### src/design/sfd_pkg.sv
// ----------------------------------------------------------------------------
// sfd_pkg
// shared types, constants and the crc-16 byte update for the serial deframer
// ----------------------------------------------------------------------------
package sfd_pkg;

   localparam int unsigned LEN_W = 10;

   localparam logic [7:0]  FLAG_BYTE   = 8'h7E;
   localparam logic [7:0]  ESC_BYTE    = 8'h7D;
   localparam logic [7:0]  UNSTUFF_ADD = 8'h20;
   localparam logic [7:0]  ESC_ESC     = ESC_BYTE - UNSTUFF_ADD;
   localparam logic [7:0]  ESC_FLAG    = FLAG_BYTE - UNSTUFF_ADD;
   localparam logic [15:0] CRC_INIT    = 16'hFFFF;
   localparam logic [15:0] CRC_POLY    = 16'h8408;
   localparam logic [LEN_W-1:0] MIN_BODY   = LEN_W'(9);
   localparam logic [LEN_W-1:0] HDR_FCS    = LEN_W'(4);
   localparam logic [LEN_W-1:0] DELAY_FULL = LEN_W'(2);

   typedef enum logic [1:0] {
      MODE_HUNT = 2'd0,
      MODE_BODY = 2'd1,
      MODE_ESC  = 2'd2
   } mode_type;

   typedef enum logic [2:0] {
      ST_GOOD     = 3'd0,
      ST_SHORT    = 3'd1,
      ST_COUNT    = 3'd2,
      ST_FCS      = 3'd3,
      ST_OVERFLOW = 3'd4,
      ST_BADESC   = 3'd5,
      ST_FLAGESC  = 3'd6
   } status_type;

   typedef struct packed {
      logic       valid;
      logic [7:0] payload_byte;
      logic       byte_present;
      logic       frame_end;
      status_type frame_status;
   } result_type;

   function automatic logic [15:0] crc_byte(input logic [15:0] crc, input logic [7:0] b);
      logic [15:0] c;
      c = crc ^ {8'h00, b};
      for (int k = 0; k < 8; k++) begin
         c = c[0] ? ((c >> 1) ^ CRC_POLY) : (c >> 1);
      end
      return c;
   endfunction

endpackage

### src/design/sfd_engine.sv
// ----------------------------------------------------------------------------
// sfd_engine
// deframing state machine: flag hunt, unstuffing, crc, delay line and checks
// ----------------------------------------------------------------------------
module sfd_engine #(
   parameter int unsigned MAX_FRAME_BYTES = 550
) (
   input  logic               clock,
   input  logic               reset,
   input  logic               fire,
   input  logic [7:0]         rx_byte,
   output sfd_pkg::result_type result
);
   import sfd_pkg::*;

   mode_type         mode_ff, mode_in;
   logic [LEN_W-1:0] body_length_ff, body_length_in;
   logic [15:0]      crc_ff, crc_in;
   logic [7:0]       delay0_ff, delay0_in;
   logic [7:0]       delay1_ff, delay1_in;
   logic [7:0]       count_ff, count_in;

   logic             is_flag, is_esc, is_unstuff;
   logic             store;
   logic [7:0]       store_data;
   logic [LEN_W-1:0] len_plus;
   logic             overflow;
   status_type       check_status;

   assign is_flag    = (rx_byte == FLAG_BYTE);
   assign is_esc     = (rx_byte == ESC_BYTE);
   assign is_unstuff = (rx_byte == ESC_ESC) || (rx_byte == ESC_FLAG);
   assign store      = ((mode_ff == MODE_BODY) && !is_flag && !is_esc)
                    || ((mode_ff == MODE_ESC) && is_unstuff);
   assign store_data = (mode_ff == MODE_ESC) ? (rx_byte + UNSTUFF_ADD) : rx_byte;
   assign len_plus   = body_length_ff + LEN_W'(1);
   assign overflow   = (len_plus >= LEN_W'(MAX_FRAME_BYTES));

   always_comb begin
      if (body_length_ff < MIN_BODY) begin
         check_status = ST_SHORT;
      end else if ({{(LEN_W-8){1'b0}}, count_ff} != (body_length_ff - HDR_FCS)) begin
         check_status = ST_COUNT;
      end else if ({delay0_ff, delay1_ff} != crc_ff) begin
         check_status = ST_FCS;
      end else begin
         check_status = ST_GOOD;
      end
   end

   // next state
   always_comb begin
      mode_in = mode_ff;
      if (fire) begin
         case (mode_ff)
            MODE_BODY: begin
               if (is_esc) begin
                  mode_in = MODE_ESC;
               end else if (is_flag) begin
                  mode_in = (check_status == ST_GOOD) ? MODE_HUNT : MODE_BODY;
               end else begin
                  mode_in = overflow ? MODE_HUNT : MODE_BODY;
               end
            end
            MODE_ESC: begin
               if (is_unstuff) begin
                  mode_in = overflow ? MODE_HUNT : MODE_BODY;
               end else if (is_flag) begin
                  mode_in = MODE_BODY;
               end else begin
                  mode_in = MODE_HUNT;
               end
            end
            default: begin
               mode_in = is_flag ? MODE_BODY : MODE_HUNT;
            end
         endcase
      end
   end

   // datapath and result
   always_comb begin
      body_length_in = body_length_ff;
      crc_in         = crc_ff;
      delay0_in      = delay0_ff;
      delay1_in      = delay1_ff;
      count_in       = count_ff;
      result         = '0;
      if (fire) begin
         if (store) begin
            if (body_length_ff >= DELAY_FULL) begin
               crc_in    = crc_byte(crc_ff, delay0_ff);
               delay0_in = delay1_ff;
               delay1_in = store_data;
            end else begin
               if (!body_length_ff[0]) begin
                  delay0_in = store_data;
               end else begin
                  delay1_in = store_data;
                  count_in  = store_data;
               end
            end
            body_length_in = len_plus;
            if (overflow) begin
               result.valid        = 1'b1;
               result.frame_end    = 1'b1;
               result.frame_status = ST_OVERFLOW;
            end else if (body_length_ff >= HDR_FCS) begin
               result.valid        = 1'b1;
               result.byte_present = 1'b1;
               result.payload_byte = delay0_ff;
            end
         end else begin
            case (mode_ff)
               MODE_BODY: begin
                  if (is_flag) begin
                     result.valid        = 1'b1;
                     result.frame_end    = 1'b1;
                     result.frame_status = check_status;
                     body_length_in      = '0;
                     crc_in              = CRC_INIT;
                  end
               end
               MODE_ESC: begin
                  result.valid     = 1'b1;
                  result.frame_end = 1'b1;
                  if (is_flag) begin
                     result.frame_status = ST_FLAGESC;
                     body_length_in      = '0;
                     crc_in              = CRC_INIT;
                  end else begin
                     result.frame_status = ST_BADESC;
                  end
               end
               default: begin
                  if (is_flag) begin
                     body_length_in = '0;
                     crc_in         = CRC_INIT;
                  end
               end
            endcase
         end
      end
   end

   always_ff @(posedge clock) begin
      if (reset) begin
         mode_ff        <= MODE_HUNT;
         body_length_ff <= '0;
         crc_ff         <= CRC_INIT;
      end else begin
         mode_ff        <= mode_in;
         body_length_ff <= body_length_in;
         crc_ff         <= crc_in;
      end
   end

   always_ff @(posedge clock) begin
      delay0_ff <= delay0_in;
      delay1_ff <= delay1_in;
      count_ff  <= count_in;
   end

   a_len_bound: assert property (@(posedge clock) disable iff (reset)
      (mode_ff != MODE_HUNT) |-> (body_length_ff < LEN_W'(MAX_FRAME_BYTES)))
      else $error("body length reached limit without overflow");

   a_ovf_hunt: assert property (@(posedge clock) disable iff (reset)
      (fire && result.frame_status == ST_OVERFLOW) |=> (mode_ff == MODE_HUNT))
      else $error("overflow did not return to hunt");

   a_end_no_data: assert property (@(posedge clock) disable iff (reset)
      result.frame_end |-> (!result.byte_present && result.valid))
      else $error("frame end beat carries data");

endmodule

### src/design/serial_frame_deframer_fcs16_core.sv
// ----------------------------------------------------------------------------
// serial_frame_deframer_fcs16_core
// byte-stuffed flag-framed deframer with crc-16 check and status per frame
// ----------------------------------------------------------------------------
//  channel  direction  ports
//  req      in         req_valid, req_stall, req_rx_byte
//  rsp      out        rsp_valid, rsp_stall, rsp_payload_byte, rsp_byte_present,
//                      rsp_frame_end, rsp_frame_status
//
//  one byte per cycle sustained while rsp_stall is low; a byte is captured in the
//  input register and its result is registered in the output register
//  the crc byte update and the deframing machine sit between the two registers
//  synchronous reset puts the machine in flag hunt with the crc at all ones
//  rsp_stall holds the output register; req_stall rises only when both
//  registers are full and the output is stalled
module serial_frame_deframer_fcs16_core #(
   parameter int unsigned MAX_FRAME_BYTES = 550
) (
   input  logic       clock,
   input  logic       reset,
   input  logic       req_valid,
   output logic       req_stall,
   input  logic [7:0] req_rx_byte,
   output logic       rsp_valid,
   input  logic       rsp_stall,
   output logic [7:0] rsp_payload_byte,
   output logic       rsp_byte_present,
   output logic       rsp_frame_end,
   output logic [2:0] rsp_frame_status
);
   import sfd_pkg::*;

   logic       in_valid_ff, in_valid_in;
   logic [7:0] in_byte_ff;
   logic       advance, fire;
   result_type result;
   result_type out_ff, out_in;

   assign advance   = !out_ff.valid || !rsp_stall;
   assign fire      = in_valid_ff && advance;
   assign req_stall = in_valid_ff && !advance;

   assign in_valid_in = req_stall ? in_valid_ff : req_valid;
   assign out_in      = advance ? result : out_ff;

   sfd_engine #(
      .MAX_FRAME_BYTES(MAX_FRAME_BYTES)
   ) u_engine (
      .clock  (clock),
      .reset  (reset),
      .fire   (fire),
      .rx_byte(in_byte_ff),
      .result (result)
   );

   always_ff @(posedge clock) begin
      if (reset) begin
         in_valid_ff  <= 1'b0;
         out_ff.valid <= 1'b0;
      end else begin
         in_valid_ff <= in_valid_in;
         out_ff      <= out_in;
      end
   end

   always_ff @(posedge clock) begin
      if (!req_stall) begin
         in_byte_ff <= req_rx_byte;
      end
   end

   assign rsp_valid        = out_ff.valid;
   assign rsp_payload_byte = out_ff.payload_byte;
   assign rsp_byte_present = out_ff.byte_present;
   assign rsp_frame_end    = out_ff.frame_end;
   assign rsp_frame_status = out_ff.frame_status;

endmodule

### config.mk
export PLATFORM = sky130hd
export DESIGN_NAME = serial_frame_deframer_fcs16_core
export DESIGN_NICKNAME = d
export VERILOG_FILES = /design/src/design/sfd_pkg.sv /design/src/design/sfd_engine.sv /design/src/design/serial_frame_deframer_fcs16_core.sv
export SDC_FILE = /design/constraint.sdc
export NUM_CORES = 1
export LEC_CHECK = 0
export ABC_CLOCK_PERIOD_IN_PS = 8200
export BUFFER_PORTS_ARGS = -buffer_cell sky130_fd_sc_hd__buf_2
export CAP_MARGIN = 20
export CORE_MARGIN = 2
export CORE_UTILIZATION = 35
export CTS_CLUSTER_DIAMETER = 80
export DETAILED_ROUTE_END_ITERATION = 10
export PLACE_DENSITY = 0.58
export SYNTH_ARGS = -nofsm -noshare
export SYNTH_HDL_FRONTEND = slang
export SYNTH_HIERARCHICAL = 1
export SYNTH_SLANG_ARGS = --single-unit
### constraint.sdc
create_clock -name clock -period 8.2 [get_ports clock]
set_clock_uncertainty 0.15 [all_clocks]
set_input_delay 1.23 -clock clock [delete_from_list [all_inputs] [get_ports clock]]
set_output_delay 1.23 -clock clock [all_outputs]
set_load 0.1 [all_outputs]
* Yosys cells after proc, flatten, opt, wreduce, memory -nomap -nowiden
Index checks and enable logic that the tools add are counted.
Operators by class: add/sub/neg operators 3, order comparisons 4, equal/unequal tests 10, multiplexer cells 41, bitwise operators 14, reduce and logical (&&, ||, !) cells 24
Operator list (count):
- $mux W16 | 11
- $mux W8 | 5
- $eq A8 B7 Y1 const B | 4
- $mux W10 | 3
- $not A2 Y3 | 8
- $mux W9 | 2
- $ne A16 B16 Y1 | 1
- $xor A16 B8 Y16 | 1
- $mux W14 | 1
- $mux W2 | 7
- $mux W4 | 3
- $add A10 B1 Y10 const B | 1
- $ge A10 B10 Y1 const B | 1
- $ge A10 B2 Y1 const B | 1
- $ge A10 B3 Y1 const B | 1
- $lt A10 B4 Y1 const B | 1
- $ne A8 B10 Y1 | 1
- $sub A10 B3 Y10 const B | 1
- $reduce_and A3 Y1 | 3
- $add A8 B6 Y8 const B | 1
- $pmux W4 S2 | 1
- $mux W1 | 6
- $logic_and A1 B1 Y1 | 5
- $logic_not A1 Y1 | 5
- 13 further kinds | 22
Word-level totals: bits in registers 75, bits of input ports 12

* Longest topological paths before layout
Gate-level depths: netlist of the first run.
depth after elaboration 19, gate-level depth with buffers 11, mapped depth without buffers 9

* Hierarchy
Netlist of the first run, hierarchy kept.
By module, submodules not included:
- sfd_engine | times used 1, cells an instance 385, area an instance 3394.5 sq um, sequential area each 1281.2 sq um
- serial_frame_deframer_fcs16_core | times used 1, cells an instance 31, area an instance 718.2 sq um, sequential area each 670.6 sq um

* Least setup slack after synthesis of the first run
No wires, ideal clock.
path type input -> output, start point input port rsp_stall, end point output port req_stall, arrival time 2.098 ns, setup slack 4.722 ns, stages 2, path buffers 0, cell sequence nand3_2 > inv_1
Between the ends: word-level cells in the longest chain between the ends 4
RTL lines:
- from (decl) | line serial_frame_deframer_fcs16_core.sv:25 | input logic rsp_stall,
- $logic_not A1 Y1 | line serial_frame_deframer_fcs16_core.sv:39 | assign advance = !out_ff.valid || !rsp_stall;
- $logic_or A1 B1 Y1 | line serial_frame_deframer_fcs16_core.sv:39
- $logic_not A1 Y1 | line serial_frame_deframer_fcs16_core.sv:41 | assign req_stall = in_valid_ff && !advance;
- $logic_and A1 B1 Y1 | line serial_frame_deframer_fcs16_core.sv:41
- to (decl) | line serial_frame_deframer_fcs16_core.sv:22 | output logic req_stall,
Every way passes these cells.

* Final worst setup path of the first run
Ends and elaborated chain as after synthesis.

==> metrics, run 1 <==
cell count after synthesis 416; final hold vios 0; Initial Utilization 35.9%; R2R Path End u_engine/count_ff[5]$_DFFE_PP_; predominant post-synthesis flop cell edfxtp_1; slowest stage delay, CP 0.43 ns; H-Tree Depth 3; Syn. warnings 6; DR iter-0 viols 232; PD cells 180 nW/um2; width of the die 112 um; setup tns final 0 ns; Tcrit/Tclk final 43.6%; via count 3,044; largest net degree at the start of global routing 40; DRT Pass-1 Iters 4; first-pass GRT wire length 15,200 um; relative slew slack 32.0%; CTS root buf clkbuf_16; critical path endpoint category output port; crit path launch rsp_stall; Post-Syn Area 4110 um2; gpl congestion 0.856; CTS tree yes; Hold/Removal Path Class register to register; maxcap violations 0; clock sink count 75; worst slew pin tran 1.01 ns; fin nets 455; Synth async-reset ratio 0%; Synth top area share 32.9%; crit start category input port; Unique masters post-synth 60; Via density 5.25; Clock Latency Late Sink 0.34 ns; Layout area overhead 11.9%; critical setup path kind input port to output port; post-detail-place hpwl 6560 um; outcome finished, final reports clean; placed cell area 4320 um2; Post-synth top cells 45 x edfxtp_1, 44 x xnor2_1, 35 x nand2_1, 31 x nor2_1, 30 x dfxtp_1; Pins Over Slew Limit 0; fin area 4600 um2; cell with the most instances after synthesis edfxtp_1; routed wire length 9120 um; Top cell by count, worst path buf_2; WP data required 6.82 ns; max frequency 0.279 GHz; Yosys top cell by area edfxtp_1; register area share after synthesis 47.5%; arrival time worst endpoint 2.20 ns; DRC 0; ordered cell list for the critical path buf_2, nand3_2, inv_1, buf_2; PortBufs 26; fillcell total 1,094; CTS Buffer Depth 2; Die Y 112 um; # resized after CTS 0; worst vdd ir 0.000155 V; TritonCTS buffer count 9; EDFF count, synth 45; syn nets 439; register area 1950 um2; I/O pin total 27; RSZ-0062 raised after global routing false; n_diodes 0; multi-input logic area 1990 um2; # rows 39; worst reg2reg path depth 6; worst r2r src u_engine/mode_ff[0]$_SDFFE_PP0P_; gr ovfl total 0; FF+latch count, synth 75; fraction of layout instances using a drive strength above 1 12.1%; Hold Buf Count CTS 0; Routed Antenna Nets 0; Setup violations, final 0; core area 11,500 um2; slowest CP cell buf_2; initial antenna violation count 0; Leak 0.00157 uW; Final min period 3.58 ns; gr usage total 15.3%; clock transition at the registers of the reported paths 0.06 ns; Synth area leaders edfxtp_1 33%, dfxtp_1 15%, xnor2_1 9.4%, nor3_1 3.5%, ha_1 3.3%; Mapped Avg Cell Area 9.89 um2; post-DR wirelength/cell 15.7 um; reg2reg setup slack 4.79 ns; CP endpoint req_stall; critical path peak fanout 10; vias in the first global route 2,963; Post-CTS Setup Inserts 0; die footprint 12,600 um2
-- registers in the layout (all words and copies together) (netlist names) --
| name | count |
|---|---|
| u_engine/crc_ff | 16 |
| u_engine/body_length_ff | 10 |
| in_byte_ff | 8 |
| rsp_payload_byte | 8 |
| u_engine/count_ff | 8 |
| u_engine/delay0_ff | 8 |
| u_engine/delay1_ff | 8 |
| rsp_frame_status | 3 |
| u_engine/mode_ff | 2 |
| in_valid_ff | 1 |
| rsp_byte_present | 1 |
| rsp_frame_end | 1 |
| rsp_valid | 1 |
-- worst min-delay path by stage --
stage               depth (start not counted)                          endpoint                             start
floorplan                                   2  u_engine/mode_ff[1]$_SDFFE_PP0P_  u_engine/mode_ff[1]$_SDFFE_PP0P_
global placement                            2  u_engine/mode_ff[1]$_SDFFE_PP0P_  u_engine/mode_ff[1]$_SDFFE_PP0P_
detailed placement                          2  u_engine/mode_ff[1]$_SDFFE_PP0P_  u_engine/mode_ff[1]$_SDFFE_PP0P_
CTS                                         2  u_engine/mode_ff[1]$_SDFFE_PP0P_  u_engine/mode_ff[1]$_SDFFE_PP0P_
global route                                2  u_engine/mode_ff[1]$_SDFFE_PP0P_  u_engine/mode_ff[1]$_SDFFE_PP0P_
finish                                      2  u_engine/mode_ff[1]$_SDFFE_PP0P_  u_engine/mode_ff[1]$_SDFFE_PP0P_
-- cell families after synthesis --
group / after synthesis / synth area share (%)
flip-flops: 75 / 47.5
AND/OR/NAND/NOR: 160 / 20.2
buffers and inverters: 40 / 4.08
XOR/XNOR: 53 / 11.3
multiplexers: 3 / 0.791
adder cells (fa/ha/maj): 11 / 3.35
AO/OA/AOI/OAI: 74 / 12.9
-- metal layers --
metal  wire length (um)  GRT usage [%]
met1               4580           21.4
met2               3970           23.1
met3                437           3.62
met4                143           5.53
met5                  0              0
-- worst max-delay path: cells and delay by family --
family / cells / cell delay [ns]
AND/OR/NAND/NOR: 1 / 0.29
buffers and inverters: 3 / 0.67
-- stage by stage --
stage / hold slack, ns / cells / setup slack, ns / total power [uW] / util [%]
finish: 0.324 / 580 / 4.62 / 827 / 40.1
global placement: 0.318 / 562 / 4.03 / 482 / 37.7
detailed placement: 0.317 / 562 / 3.82 / 482 / 37.7
global route: 0.377 / 580 / 4.49 / 859 / 40.1
floorplan: 0.299 / 416 / 4.72 / 468 / -
CTS: 0.326 / 578 / 4.18 / 835 / 40.0
-- layout by cell type (no fill, tap or decap), types with 11 or more instances in the layout --
master,instances
a21oi_1,20
nor3_1,29
ha_1,11
edfxtp_1,45
nor2_1,31
dfxtp_1,30
buf_2,26
nand3_1,12
and2_1,13
xnor2_1,44
nand2_1,35
inv_1,15
-- report_power, final --
part	switching, uW	internal [uW]
clock	141	211
combinational	46.7	16.0
sequential	6.64	406
-- area by class of cell --
cell class / count / share of cell area [%]
clock buffers: 13 / 5.44
multi-input cells: 301 / 43.3
inverters: 16 / 1.31
flip-flops and latches: 75 / 42.4
clock inverters: 3 / 0.299
repair buffers: 29 / 3.32
well taps: 143 / 3.89
(Power assumes the default switching activity.)
==> run 2: changes to the inputs <==
--- a/config.mk
+++ b/config.mk
@@ -5,14 +5,14 @@
 export SDC_FILE = /design/constraint.sdc
 export NUM_CORES = 1
 export LEC_CHECK = 0
-export ABC_CLOCK_PERIOD_IN_PS = 8200
+export ABC_CLOCK_PERIOD_IN_PS = 3000
 export BUFFER_PORTS_ARGS = -buffer_cell sky130_fd_sc_hd__buf_2
 export CAP_MARGIN = 20
 export CORE_MARGIN = 2
 export CORE_UTILIZATION = 35
 export CTS_CLUSTER_DIAMETER = 80
 export DETAILED_ROUTE_END_ITERATION = 10
-export PLACE_DENSITY = 0.58
+export PLACE_DENSITY = 0.6
 export SYNTH_ARGS = -nofsm -noshare
 export SYNTH_HDL_FRONTEND = slang
 export SYNTH_HIERARCHICAL = 1
==> constraint.sdc (replaced) <==
create_clock -name clock -period 3 [get_ports clock]
set_clock_uncertainty 0.15 [all_clocks]
set_input_delay 0.45 -clock clock [delete_from_list [all_inputs] [get_ports clock]]
set_output_delay 0.45 -clock clock [all_outputs]
set_load 0.1 [all_outputs]
==> run 2 against run 1 <==
Against the previous run:
- die area stayed put
- final cell count is 1.9% higher
- clock power grew to 3.4 times the previous value
- register-to-register slack worse by 4.5 ns
- sequential cell count stayed put
- global-route usage is 0.66 points higher
- worst setup slack worse by 4.4 ns
- sequential power grew to 2.7 times the previous value
- non-clock buffer count is 11 higher
- critical endpoint is now rsp_frame_status[0]$_DFFE_PP_
- count of clock-buffer cells in the layout is 2 lower
- cell area is 3.4% higher
==> metrics, run 2 (synthesized netlist as in run 1, its figures left out) <==
Final min period 2.73 ns; DR iter-0 viols 222 (-4.3%); Setup violations, final 0 (unchanged); CTS Buffer Depth 2 (unchanged); fin area 4760 um2 (+3.4%); Clock Latency Late Sink 0.35 ns (about the same); Routed Antenna Nets 0 (unchanged); arrival time worst endpoint 2.80 ns (+0.60 ns); WP data required 3.06 ns (-3.76 ns); Hold Buf Count CTS 0 (unchanged); relative slew slack 49.9% (+18 points); Combinational Power Share 7.1% (-0.5 points); Clk pwr share 47.8% (+5.3 points); via count 3,165 (+4.0%); outcome finished, final reports clean; final core occ 41.5% (+1.4 points); Post-Layout Cell Count 591 (+1.9%); Tcrit/Tclk final 91.2%; CTS root buf clkbuf_16; crit path launch u_engine/body_length_ff[3]$_SDFFE_PP0P_; clock transition at the registers of the reported paths 0.06 ns (about the same); Post-CTS Setup Inserts 0 (unchanged); worst r2r src u_engine/body_length_ff[3]$_SDFFE_PP0P_; Pins Over Slew Limit 0 (unchanged); fin nets 466 (+2.4%); initial antenna violation count 0 (unchanged); most frequent cells in the layout 45 x edfxtp_1, 44 x xnor2_1, 35 x nand2_1; PnR worst setup slack 0.265 ns (-4.36 ns); gr ovfl total 0 (unchanged); I/O pin total 27 (unchanged); # resized after CTS 0 (unchanged); gpl congestion 0.881 (+2.9%); die footprint 12,600 um2 (unchanged); clock sink count 75 (unchanged); crit start category register; core area 11,500 um2 (unchanged); critical path endpoint category register; CTS tree yes; setup tns final 0 ns (unchanged); DRC 0 (unchanged); post-DR wirelength/cell 15.9 um (+1.0%); post-detail-place hpwl 6710 um (+2.3%); worst slew pin tran 0.752 ns (-0.260 ns); # rows 39 (unchanged); Seq pwr share 45.1% (-4.8 points); Hold/Removal Path Class input port to register; min-delay src req_rx_byte[2]; DP Worst Slack 0.238 ns (-3.59 ns); commonest non-fill, non-tap cell in the layout edfxtp_1; Initial Utilization 35.9% (unchanged); largest net degree at the start of global routing 40 (unchanged); TritonCTS buffer count 9 (unchanged); vias in the first global route 3,052 (+3.0%); fraction of layout instances using a drive strength above 1 15.4% (+3.3 points); routed wire length 9390 um (+2.9%); PD cells 526 nW/um2 (+190%); maxcap violations 0 (unchanged); sw frac 23.6% (+0.18 points); width of the die 112 um (unchanged); Layout area overhead 15.7%; NetSw 591 uW (+200%); gr usage total 15.9% (+0.66 points); final hold vios 0 (unchanged); max frequency 0.366 GHz; Largest regs u_engine/crc_ff x16, u_engine/body_length_ff x10; n_diodes 0 (unchanged); DRT Pass-1 Iters 5 (+1); largest reg by FF count u_engine/crc_ff; worst vdd ir 0.000395 V (+160%); Inst Count DP 575 (+2.3%); PortBufs 26 (unchanged); Via density 5.36 (+2.0%); Internal 1910 uW (+200%); first-pass GRT wire length 15,700 um (+3.1%); max reg flops 16 (unchanged); Leak 0.00166 uW (+5.8%); placed cell area 4420 um2 (+2.3%); Die Y 112 um (unchanged); RSZ-0062 raised after global routing false; H-Tree Depth 3 (unchanged); critical path peak fanout 9 (-1); critical setup path kind register to register; fillcell total 1,085 (-0.82%)
-- run 2: layout make-up --
class,instances,area (um2),area share [%]
Tap cell,143,179,3.76
Clock inverter,5,61.3,1.29
Sequential cell,75,1950,41.1
Clock buffer,11,275,5.79
Multi-Input combinational cell,301,1990,41.9
Timing Repair Buffer,40,235,4.94
Inverter,16,60.1,1.26
-- run 2: worst paths after layout --
| check | depth (start not counted) | end | slack (ns) |
|---|---|---|---|
| min reg2reg | 2 | u_engine/mode_ff[1]$_SDFFE_PP0P_ | 0.34 |
| max reg2reg | 8 | rsp_frame_status[0]$_DFFE_PP_ | 0.27 |
| max | 8 | rsp_frame_status[0]$_DFFE_PP_ | 0.27 |
| min | 1 | in_byte_ff[2]$_DFFE_PN_ | 0.13 |
-- run 2: power by group through the flow --
stage               logic [uW]  clock network [uW]  registers, uW
floorplan                 88.5                   0           1190
global placement           176                   0           1150
detailed placement         177                   0           1150
CTS                        178                1240           1130
global route               193                1270           1130
finish                     179                1200           1130
-- run 2: worst max-delay path, stage by stage (launching register included) --
cell and delay (ns):
dfxtp_1 0.47, inv_1 0.17, ha_1 0.30, o21ba_2 0.24
a221oi_1 0.31, a41oi_1 0.10, or4_1 0.54, nor3_1 0.18
o21a_1 0.15
-- run 2: per-layer routing --
layer	GRT usage, %	vias up	wire length (um)
li1	-	1568	-
met1	21.9	1470	4500
met2	23.7	114	4140
met3	3.67	13	550
met4	7.89	0	198
met5	0	-	0
-- run 2: stage by stage --
stage / total power (uW) / hold WS, ns
6_report: 2500 / 0.129
5_1_grt: 2590 / 0.117
2_1_floorplan: 1280 / 0.299
4_1_cts: 2540 / 0.109
3_3_place_gp: 1330 / 0.314
3_5_place_dp: 1330 / 0.324
==> run 3: changes to the inputs <==
--- a/config.mk
+++ b/config.mk
@@ -9,10 +9,10 @@
 export BUFFER_PORTS_ARGS = -buffer_cell sky130_fd_sc_hd__buf_2
 export CAP_MARGIN = 20
 export CORE_MARGIN = 2
-export CORE_UTILIZATION = 35
+export CORE_UTILIZATION = 55
 export CTS_CLUSTER_DIAMETER = 80
 export DETAILED_ROUTE_END_ITERATION = 10
-export PLACE_DENSITY = 0.6
+export PLACE_DENSITY = 0.83
 export SYNTH_ARGS = -nofsm -noshare
 export SYNTH_HDL_FRONTEND = slang
 export SYNTH_HIERARCHICAL = 1
==> constraint.sdc (replaced) <==
create_clock -name clock -period 3 [get_ports clock]
set_clock_uncertainty 0.15 [all_clocks]
set_input_delay 0.45 -clock clock [delete_from_list [all_inputs] [get_ports clock]]
set_output_delay 0.45 -clock clock [all_outputs]
set_load 0.05 [all_outputs]
==> run 3 against run 2 <==
Against the previous run:
- die area down 35%
- register-to-register slack worse by 0.02 ns
- first-iteration DRC count is 47% higher
- core utilization up 21 points
- sequential cell count is the same
- count of clock-buffer cells in the layout down 2
- critical path type unchanged
- largest power group is now sequential cells
==> metrics, run 3 (synthesized netlist as in run 1, its figures left out) <==
fillcell total 586 (-46%); Via density 6.00 (+12%); critical path peak fanout 9 (unchanged); worst slew pin tran 0.723 ns (-0.0292 ns); ordered cell list for the critical path inv_1, ha_1, o21bai_1, a21boi_0, o21ai_0, a41oi_2, nor3_2, and2_1; gr ovfl total 0 (unchanged); slowest CP cell nor3_2; crit start category register; busiest grt layer met2; gpl congestion 0.896 (+1.8%); Combinational Power Share 7.6% (+0.5 points); RSZ-0062 raised after global routing false; core area 7250 um2 (-37%); routed wire length 8880 um (-5.5%); width of the die 90.5 um (-20%); Die Y 90.5 um (-20%); max frequency 0.363 GHz (-0.77%); Final Power 1990 uW (-20%); Leak 0.00158 uW (-5.2%); largest reg by FF count u_engine/crc_ff; # rows 31 (-21%); Layout area overhead 10.2%; GR Layer Usage met1 29.9% (+8.0 points); maxcap violations 0 (unchanged); clock transition at the registers of the reported paths 0.09 ns (+0.03 ns); Hold Buf Count CTS 0 (unchanged); DR iter-0 viols 327 (+47%); commonest non-fill, non-tap cell in the layout edfxtp_1; fin nets 464 (-0.43%); Hold/Removal Path Class input port to register; arrival time worst endpoint 2.82 ns (+0.02 ns); DRC 0 (unchanged); n_diodes 0 (unchanged); met2 Use GR 35.6% (+12 points); Initial Utilization 56.7% (+21 points); post-DR wirelength/cell 16.3 um (+2.5%); Tcrit/Tclk final 91.9% (+0.71 points); final core occ 62.5% (+21 points); first-pass GRT wire length 14,500 um (-7.8%); grt met3 use 3.67% (about the same); Largest regs u_engine/crc_ff x16, u_engine/body_length_ff x10; PortBufs 26 (unchanged); gr usage total 22.1% (+6.1 points); final hold vios 0 (unchanged); CTS Buffer Depth 2 (unchanged); critical path endpoint category register; most frequent cells in the layout 45 x edfxtp_1, 44 x xnor2_1, 35 x nand2_1; I/O pin total 27 (unchanged); post-detail-place hpwl 6410 um (-4.5%); DP Worst Slack 0.286 ns (+0.0483 ns); PD cells 440 nW/um2 (-16%); # resized after CTS 0 (unchanged); Final min period 2.76 ns (+0.0212 ns); sw frac 26.2% (+2.5 points); vias in the first global route 3,000 (-1.7%); clock sink count 75 (unchanged); Post-Layout Cell Count 545 (-7.8%); largest net degree at the start of global routing 40 (unchanged); CTS tree yes; critical setup path kind register to register; DRT Pass-1 Iters 6 (+1); TritonCTS buffer count 9 (unchanged); worst vdd ir 0.000323 V (-18%); WP data required 3.07 ns (about the same); Setup violations, final 0 (unchanged); Internal 1470 uW (-23%); relative slew slack 51.4% (+1.5 points); outcome finished, final reports clean; Clk pwr share 35.9% (-12 points); slowest stage delay, CP 0.52 ns (-0.02 ns); PnR worst setup slack 0.244 ns (-0.0212 ns); Post-CTS Setup Inserts 0 (unchanged); setup tns final 0 ns (unchanged); max reg flops 16 (unchanged); Clock Latency Late Sink 0.35 ns (about the same); CTS root buf clkbuf_8; Pins Over Slew Limit 0 (unchanged); Inst Count DP 529 (-8.0%); via count 3,272 (+3.4%); Seq pwr share 56.5% (+11 points); Routed Antenna Nets 0 (unchanged); die footprint 8190 um2 (-35%); H-Tree Depth 3 (unchanged); initial antenna violation count 0 (unchanged); fraction of layout instances using a drive strength above 1 14.8% (-0.60 points); NetSw 522 uW (-12%)
run 3: cell count changes in the layout (fill, tap and decap cells not counted), sizes merged:
cell and change:
inv +1, bufinv -1, clkinv +1, clkinvlp +1, clkbuf -2, buf -2
run 3: power by group through the flow:
stage          Sequential [uW]  Combinational [uW]  Clock, uW
6_report                  1130                 152        714
5_1_grt                   1130                 165        769
4_1_cts                   1130                 151        727
3_5_place_dp              1150                 150          0
3_3_place_gp              1150                 147          0
2_1_floorplan             1170                88.5          0
run 3: final cells by class:
class / count / area, um2 / area share, %
timing repair buffer: 38 / 220 / 4.86
inverter: 16 / 60.1 / 1.33
clock buffer: 9 / 124 / 2.73
multi-input combinational: 301 / 1990 / 44.0
tap: 99 / 124 / 2.73
clock inverter: 7 / 58.8 / 1.30
sequential: 75 / 1950 / 43.1
run 3: worst paths after layout:
path                                                               from                               end  slack (ns)  depth (start not counted)
worst min register to register         u_engine/mode_ff[1]$_SDFFE_PP0P_  u_engine/mode_ff[1]$_SDFFE_PP0P_        0.33                          2
worst max register to register  u_engine/body_length_ff[1]$_SDFFE_PP0P_     rsp_payload_byte[4]$_DFFE_PP_        0.24                          8
worst max-delay path            u_engine/body_length_ff[1]$_SDFFE_PP0P_     rsp_payload_byte[4]$_DFFE_PP_        0.24                          8
worst min-delay path                                     req_rx_byte[2]           in_byte_ff[2]$_DFFE_PN_        0.13                          1
run 3: critical path: cells and delay by family (launching register included):
family,cells,cell delay (ns)
DFF,1,0.45
AOI/OAI and AO/OA,4,0.80
and+or+nand+nor,2,0.74
buffers and inverters,1,0.14
adders and majority gates,1,0.33
run 3: per-layer routing:
layer	vias to the layer above	routed length, um	share of wire [%]
met2	168	4160	47
met5	-	0	0
li1	1557	-	-
met3	21	642	7.2
met1	1526	3890	44
met4	0	181	2.0
run 3: metrics by stage:
stage	hold WS, ns	instance area, um2
floorplan	0.299	4110
global placement	0.313	4350
detailed placement	0.326	4350
CTS	0.116	4530
global route	0.117	4530
finish	0.126	4530
